## src/hdl/fust_pkg.sv

```systemverilog
package fust_pkg;

	// symbol code width and alphabet size
	localparam int SYM_W   = 8;
	localparam int NUM_SYM = 1 << SYM_W;

	// per-symbol occurrence class
	typedef enum logic [1:0] {
		ST_UNSEEN   = 2'd0,
		ST_ONCE     = 2'd1,
		ST_REPEATED = 2'd2
	} status_t;

	// one write to the status memory
	typedef struct packed {
		logic             en;
		logic [SYM_W-1:0] addr;
		status_t          data;
	} stat_wr_t;

	// one write to a link memory
	typedef struct packed {
		logic             en;
		logic [SYM_W-1:0] addr;
		logic [SYM_W-1:0] data;
	} link_wr_t;

endpackage

```

## src/hdl/first_unique_symbol_tracker.sv

```systemverilog
// channel  | handshake          | payload
// ---------+--------------------+---------------------
// input    | in_valid/in_ready  | restart, symbol
// output   | out_valid/out_ready| found, first_unique
//
// one item per cycle sustained while results are taken; each item reads its status and both links in
// the cycle it is accepted and writes them back when it leaves the update stage (one read and one write
// port per memory); the result is registered at that write
// reset clears the valid bits, list ends and valid flags but not the memories, so items are taken right away
// a held result stalls the update stage, which then stalls the input
module first_unique_symbol_tracker
	import fust_pkg::*;
(
	input  logic       clk,
	input  logic       arst_n,
	input  logic       in_valid,
	output logic       in_ready,
	input  logic       restart,
	input  logic [7:0] symbol,
	output logic       out_valid,
	input  logic       out_ready,
	output logic       found,
	output logic [7:0] first_unique
);

	// memories: status plus the two link directions of the once-seen list
	status_t          stat_mem [NUM_SYM];
	logic [SYM_W-1:0] next_mem [NUM_SYM];
	logic [SYM_W-1:0] prev_mem [NUM_SYM];

	status_t          stat_rd_q;
	logic [SYM_W-1:0] next_rd_q;
	logic [SYM_W-1:0] prev_rd_q;

	// writes done at the edge where the item in the update stage was read
	stat_wr_t stat_fwd_q;
	link_wr_t next_fwd_q;
	link_wr_t prev_fwd_q;

	// valid bits: a symbol without one reads as unseen
	logic [NUM_SYM-1:0] seen_q;

	// list ends
	logic             head_null_q;
	logic             tail_null_q;
	logic [SYM_W-1:0] head_q;
	logic [SYM_W-1:0] tail_q;

	// update stage
	logic             valid_s1;
	logic             restart_s1;
	logic [SYM_W-1:0] sym_s1;

	logic             in_acc;
	logic             adv;
	logic [SYM_W-1:0] in_sym;

	stat_wr_t stat_wr;
	link_wr_t next_wr;
	link_wr_t prev_wr;

	status_t          cur_stat;
	status_t          stat_val;
	logic [SYM_W-1:0] next_val;
	logic [SYM_W-1:0] prev_val;
	logic             hn_cur;
	logic             tn_cur;
	logic             hn_nxt;
	logic             tn_nxt;
	logic [SYM_W-1:0] head_nxt;
	logic [SYM_W-1:0] tail_nxt;
	logic [NUM_SYM-1:0] seen_nxt;
	logic             p_null;
	logic             n_null;

	// handshake
	assign adv      = valid_s1 && (!out_valid || out_ready);
	assign in_ready = !valid_s1 || adv;
	assign in_acc   = in_valid && in_ready;
	assign in_sym   = SYM_W'(symbol);

	// status memory
	always_ff @(posedge clk) begin
		if (in_acc) begin
			stat_rd_q <= stat_mem[in_sym];
		end
		if (stat_wr.en) begin
			stat_mem[stat_wr.addr] <= stat_wr.data;
		end
	end

	// next link memory
	always_ff @(posedge clk) begin
		if (in_acc) begin
			next_rd_q <= next_mem[in_sym];
		end
		if (next_wr.en) begin
			next_mem[next_wr.addr] <= next_wr.data;
		end
	end

	// prev link memory
	always_ff @(posedge clk) begin
		if (in_acc) begin
			prev_rd_q <= prev_mem[in_sym];
		end
		if (prev_wr.en) begin
			prev_mem[prev_wr.addr] <= prev_wr.data;
		end
	end

	// forward a write that collided with this item's read
	always_comb begin
		stat_val = (stat_fwd_q.en && stat_fwd_q.addr == sym_s1) ? stat_fwd_q.data : stat_rd_q;
		next_val = (next_fwd_q.en && next_fwd_q.addr == sym_s1) ? next_fwd_q.data : next_rd_q;
		prev_val = (prev_fwd_q.en && prev_fwd_q.addr == sym_s1) ? prev_fwd_q.data : prev_rd_q;
	end

	// read-modify-write of the list for the item in the update stage
	always_comb begin
		hn_cur   = restart_s1 || head_null_q;
		tn_cur   = restart_s1 || tail_null_q;
		cur_stat = (!restart_s1 && seen_q[sym_s1]) ? stat_val : ST_UNSEEN;
		seen_nxt = restart_s1 ? '0 : seen_q;
		hn_nxt   = hn_cur;
		tn_nxt   = tn_cur;
		head_nxt = head_q;
		tail_nxt = tail_q;
		p_null   = !hn_cur && head_q == sym_s1;
		n_null   = !tn_cur && tail_q == sym_s1;
		stat_wr  = '{en: 1'b0, addr: sym_s1, data: ST_ONCE};
		next_wr  = '{en: 1'b0, addr: tail_q, data: sym_s1};
		prev_wr  = '{en: 1'b0, addr: sym_s1, data: tail_q};
		case (cur_stat)
			// append at the tail
			ST_UNSEEN: begin
				seen_nxt[sym_s1] = 1'b1;
				stat_wr.en       = adv;
				next_wr.en       = adv && !tn_cur;
				prev_wr.en       = adv && !tn_cur;
				if (tn_cur) begin
					hn_nxt   = 1'b0;
					head_nxt = sym_s1;
				end
				tn_nxt   = 1'b0;
				tail_nxt = sym_s1;
			end
			// unlink from its neighbors
			ST_ONCE: begin
				stat_wr.en   = adv;
				stat_wr.data = ST_REPEATED;
				next_wr.addr = prev_val;
				next_wr.data = next_val;
				next_wr.en   = adv && !p_null;
				prev_wr.addr = next_val;
				prev_wr.data = prev_val;
				prev_wr.en   = adv && !n_null;
				if (p_null) begin
					hn_nxt   = n_null;
					head_nxt = next_val;
				end
				if (n_null) begin
					tn_nxt   = p_null;
					tail_nxt = prev_val;
				end
			end
			// repeated symbols change nothing
			default: begin
				stat_wr.en = 1'b0;
			end
		endcase
	end

	// memory payload, update stage and result registers
	always_ff @(posedge clk) begin
		if (in_acc) begin
			stat_fwd_q <= stat_wr;
			next_fwd_q <= next_wr;
			prev_fwd_q <= prev_wr;
			restart_s1 <= restart;
			sym_s1     <= in_sym;
		end
		if (adv) begin
			head_q       <= head_nxt;
			tail_q       <= tail_nxt;
			found        <= !hn_nxt;
			first_unique <= hn_nxt ? 8'd0 : 8'(head_nxt);
		end
	end

	// control state
	always_ff @(posedge clk or negedge arst_n) begin
		if (!arst_n) begin
			valid_s1    <= 1'b0;
			out_valid   <= 1'b0;
			seen_q      <= '0;
			head_null_q <= 1'b1;
			tail_null_q <= 1'b1;
		end else begin
			if (in_ready) begin
				valid_s1 <= in_valid;
			end
			if (adv) begin
				out_valid   <= 1'b1;
				seen_q      <= seen_nxt;
				head_null_q <= hn_nxt;
				tail_null_q <= tn_nxt;
			end else if (out_ready) begin
				out_valid <= 1'b0;
			end
		end
	end

`ifndef SYNTHESIS
	// both list ends are empty together
	assert property (@(posedge clk) disable iff (!arst_n)
		head_null_q == tail_null_q)
		else $error("head and tail emptiness disagree");

	// the list head is always a symbol with a valid status
	assert property (@(posedge clk) disable iff (!arst_n)
		!head_null_q |-> seen_q[head_q])
		else $error("list head has no valid status");

	// the list tail is always a symbol with a valid status
	assert property (@(posedge clk) disable iff (!arst_n)
		!tail_null_q |-> seen_q[tail_q])
		else $error("list tail has no valid status");

	// a stalled update stage keeps its item
	assert property (@(posedge clk) disable iff (!arst_n)
		valid_s1 && !adv |=> valid_s1 && $stable(sym_s1) && $stable(restart_s1))
		else $error("update stage lost its item while stalled");

	// an empty result carries a zero symbol
	assert property (@(posedge clk) disable iff (!arst_n)
		out_valid && !found |-> first_unique == 8'd0)
		else $error("empty result with nonzero symbol");
`endif

endmodule

```

## config.mk

```make
export PLATFORM = sky130hd
export DESIGN_NAME = first_unique_symbol_tracker
export DESIGN_NICKNAME = d
export VERILOG_FILES = /design/src/hdl/fust_pkg.sv /design/src/hdl/first_unique_symbol_tracker.sv
export SDC_FILE = /design/constraint.sdc
export NUM_CORES = 2
export LEC_CHECK = 0
export BUFFER_PORTS_ARGS = -buffer_cell sky130_fd_sc_hd__buf_2
export CELL_PAD_IN_SITES_DETAIL_PLACEMENT = 0
export CELL_PAD_IN_SITES_GLOBAL_PLACEMENT = 1
export CORE_ASPECT_RATIO = 1.5
export CORE_MARGIN = 10
export CORE_UTILIZATION = 50
export CTS_BUF_LIST = sky130_fd_sc_hd__clkbuf_4 sky130_fd_sc_hd__clkbuf_8
export CTS_CLUSTER_DIAMETER = 40
export DETAILED_ROUTE_END_ITERATION = 10
export PLACE_DENSITY = 0.8
export SLEW_MARGIN = 20
export SYNTH_ARGS = -nofsm -noshare
export SYNTH_HDL_FRONTEND = slang
export SYNTH_MEMORY_MAX_BITS = 65536
export SYNTH_SLANG_ARGS = --single-unit
```

## constraint.sdc

```tcl
create_clock -name clk -period 15.1 [get_ports clk]
set_input_delay 1.51 -clock clk [delete_from_list [all_inputs] [get_ports clk]]
set_output_delay 1.51 -clock clk [all_outputs]
set_load 0.005 [all_outputs]
```

==> metrics.yaml <==
outcome:
  status: "finished clean"
cells_and_area:
  final_cell_mix: "edfxtp_1 (4689), mux4_2 (1557), clkbuf_8 (712)"
  final_common_cell: "edfxtp_1"
  layout-area-overhead-vs-synth_pct: 10.5
  postLayoutCoreUtil_pct: 55.4
  drive_gt1_share_pct: 30.8
  seq_area_um2: 147000
  fillCellCount: 28100
  multi_input_area_um2: 46800
  fin_nets: 9472
sta:
  finalCritPeriodShare_pct: 47.6
  rsz0062_at_grt: "false"
  setup_tns_ps: 0
  maxSlewHeadroom_pct: 12.1
  fin_worst_skew_ps: 143
  setup_viol: 0
  max_freq_mhz: 139
  finalHoldViolCount: 0
  period_needed_ps: 7190
  finalMaxSlewViolations: 0
  setup_ws_ps: 7910
  worst_pin_slew_ps: 1320
synth:
  syn_inst: 9173
  ys_types: 70
  synth_edf_count: 4689
  syn-cell-area_um2: 196000
  syn_nets: 9186
  ys.flop_type: "edfxtp_1"
  synthArstFlopShare_pct: 5.25
  ys_ff_latch: 4949
  ys.warnings.count: 0
  avgSynthCellArea_um2: 21.3
  yosysSeqAreaShare_pct: 75.2
critical_path:
  crit_fanout: 193
  cp_data_arrival_time_ps: 7860
  critical_path_class: "reg2reg"
  crit_buf_inv: 4
  cp_top_family: "buffers and inverters"
  crit_path_cell_trace: "buf_12, mux4_2, mux4_2, o22ai_1, nor4b_1, a41oi_2, nand4_2, nand3_4, buf_4, nand2_1, o21ai_4, buf_4, buf_12"
  worstPathRequired_ps: 15770
  slowest_delay_ps: 840
  cp-end-kind: "register"
  cpMaxStageDelayCell: "nand3_4"
  start_kind: "register"
cts:
  cts_resized: 0
  cts_buffer_depth: 4
  tritoncts: "built"
  clock-sinks: 4949
  h-tree-depth: 6
  path_clk_slew_ps: 60
  cts_buffers: 695
  post_cts_buffers: 0
  root_buffer: "clkbuf_8"
  ctsHoldBuffers: 0
  clk-insertion-delay-late_ps: 1190
pwr:
  cellInternalPower_mw: 21.3
  p_total_mw: 27.7
  p_seq_share_pct: 55.4
  p_clk_share_pct: 37.9
  switching_share_pct: 23.1
  p_comb_share_pct: 6.8
  p_per_area_nw_per_um2: 128
  p_leak_nw: 66.8
  p_switching_mw: 6.41
  vdd.ir_drop.worst_uv: 104
route:
  first_pass_iters: 8
  vias: 95000
  ant_nets: 0
  wl_mm: 475
  drc: 0
  viasPerCell: 6.28
  drtIter0Drc: 11000
  wire_per_inst_um: 31.4
grt:
  grt_use_total_pct: 22.5
  grt_pass1_wl_mm: 694
  grt_max_degree: 220
  first_global_vias: 99500
  overflow: 0
  antenna_found_initial: 8
floorplan:
  core-area_um2: 390000
  io_pins: 24
  die_area_um2: 418000
  rows: 281
  die_w_um: 531
  start_util_pct: 50.2
  die_height_um: 786
placement:
  io_buffers: 23
  pre_cts_ws_ps: 8040
  place_hpwl_mm: 283
  place.gp.congestion: 0.864
min_path:
  hold_class: "in2async"
job:
  maxCapViolCount: 0
[kinds of logic (layout without fill, tap and decap cells)]
| family | after synthesis | in the layout | synth area share [%] |
|---|---|---|---|
| simple gates | 1431 | 1431 | 3.30 |
| xor+xnor | 40 | 40 | 0.179 |
| compound gates | 442 | 442 | 1.35 |
| flops | 4949 | 4949 | 75.2 |
| other cells | 0 | 7 | 0 |
| mux | 1684 | 1684 | 18.6 |
| buf+inv | 627 | 1464 | 1.37 |
[final timing paths]
kind,start,to,slack [ps],cells after the start
setup reg to reg,sym_s1[1],prev_mem[102][3],7910,13
setup / recovery,sym_s1[1],prev_mem[102][3],7910,13
max in group asynchronous,arst_n,seen_q[69],12430,3
hold / removal,arst_n,out_valid,410,1
min in group clk,seen_q[93],seen_q[93],480,2
hold reg to reg,seen_q[93],seen_q[93],480,2
[Yosys cell counts (5+ instances only)]
cell type / number / area (um^2)
nand4_1: 8 / 50.1
mux2_2: 7 / 78.8
nand2_1: 412 / 1550
nor3_2: 34 / 340
nor3b_1: 22 / 165
and4_1: 7 / 61.3
inv_1: 15 / 56.3
and2_1: 9 / 56.3
xnor2_1: 11 / 96.3
nor3_1: 170 / 851
nor4_1: 7 / 43.8
mux4_2: 1557 / 35100
and3_1: 8 / 50.1
buf_6: 16 / 180
nand3b_1: 12 / 90.1
a31oi_2: 15 / 188
o221ai_1: 6 / 52.6
nor2b_1: 59 / 369
buf_1: 102 / 383
xor2_1: 29 / 254
nand3_1: 65 / 325
mux2i_1: 120 / 1200
o21ai_0: 285 / 1430
a211o_1: 5 / 43.8
nand2b_1: 16 / 100
a22oi_1: 32 / 240
clkbuf_1: 379 / 1420
o22ai_1: 7 / 43.8
o21ai_1: 12 / 60.1
edfxtp_1: 4689 / 141000
nor2_1: 582 / 2180
buf_2: 86 / 430
buf_4: 27 / 203
dfrtp_1: 258 / 6460
a31oi_1: 18 / 113
a21oi_1: 29 / 145
[state kept, by name (all words and copies together) (netlist names), 11 cells and up]
| signal | cells |
|---|---|
| stat_fwd_q | 11 |
| next_mem | 2048 |
| next_fwd_q | 17 |
| seen_q | 256 |
| stat_mem | 512 |
| prev_mem | 2048 |
[layout make-up]
class	instances	area share [%]
clock inverter	355	1.24
timing repair buffer	199	0.883
sequential	4949	68.1
tap	5094	2.95
multi-input combinational	3597	21.6
antenna	7	0.00810
clock buffer	893	5.16
inverter	17	0.0318
[metal layers]
| layer | share of wire [%] | GRT usage (%) | vias to the layer above |
|---|---|---|---|
| li1 | - | - | 38700 |
| met1 | 35 | 27.3 | 50400 |
| met2 | 53 | 39.4 | 4779 |
| met3 | 7.6 | 3.97 | 1073 |
| met4 | 5.0 | 10.1 | 8 |
| met5 | 0.0095 | 0 | - |
[per-stage QoR]
step / hold slack [ps] / cells / cell area, um^2
6_report: 406 / 15100 / 216000
5_1_grt: 448 / 15100 / 216000
4_1_cts: 380 / 15100 / 216000
3_5_place_dp: 466 / 13900 / 202000
3_3_place_gp: 456 / 13900 / 202000
2_1_floorplan: 421 / 9173 / 196000
[power groups by stage]
stage | Sequential [mW] | Combinational, mW | Clock, mW
after detailed placement | 15.6 | 1.88 | 0
after floorplan | 15.9 | 1.07 | 0
after CTS | 15.3 | 1.88 | 10.6
after global placement | 15.6 | 1.83 | 0
final | 15.3 | 1.88 | 10.5
after global routing | 15.3 | 1.96 | 11.2
[worst register-to-register path: cells and delay by family (launching register included)]
kind,cells,cell delay (ps)
compound gates,3,590
buf+inv,4,2620
flops,1,380
mux,2,1140
simple gates,4,1530
Power figures use the tool's default switching activity.
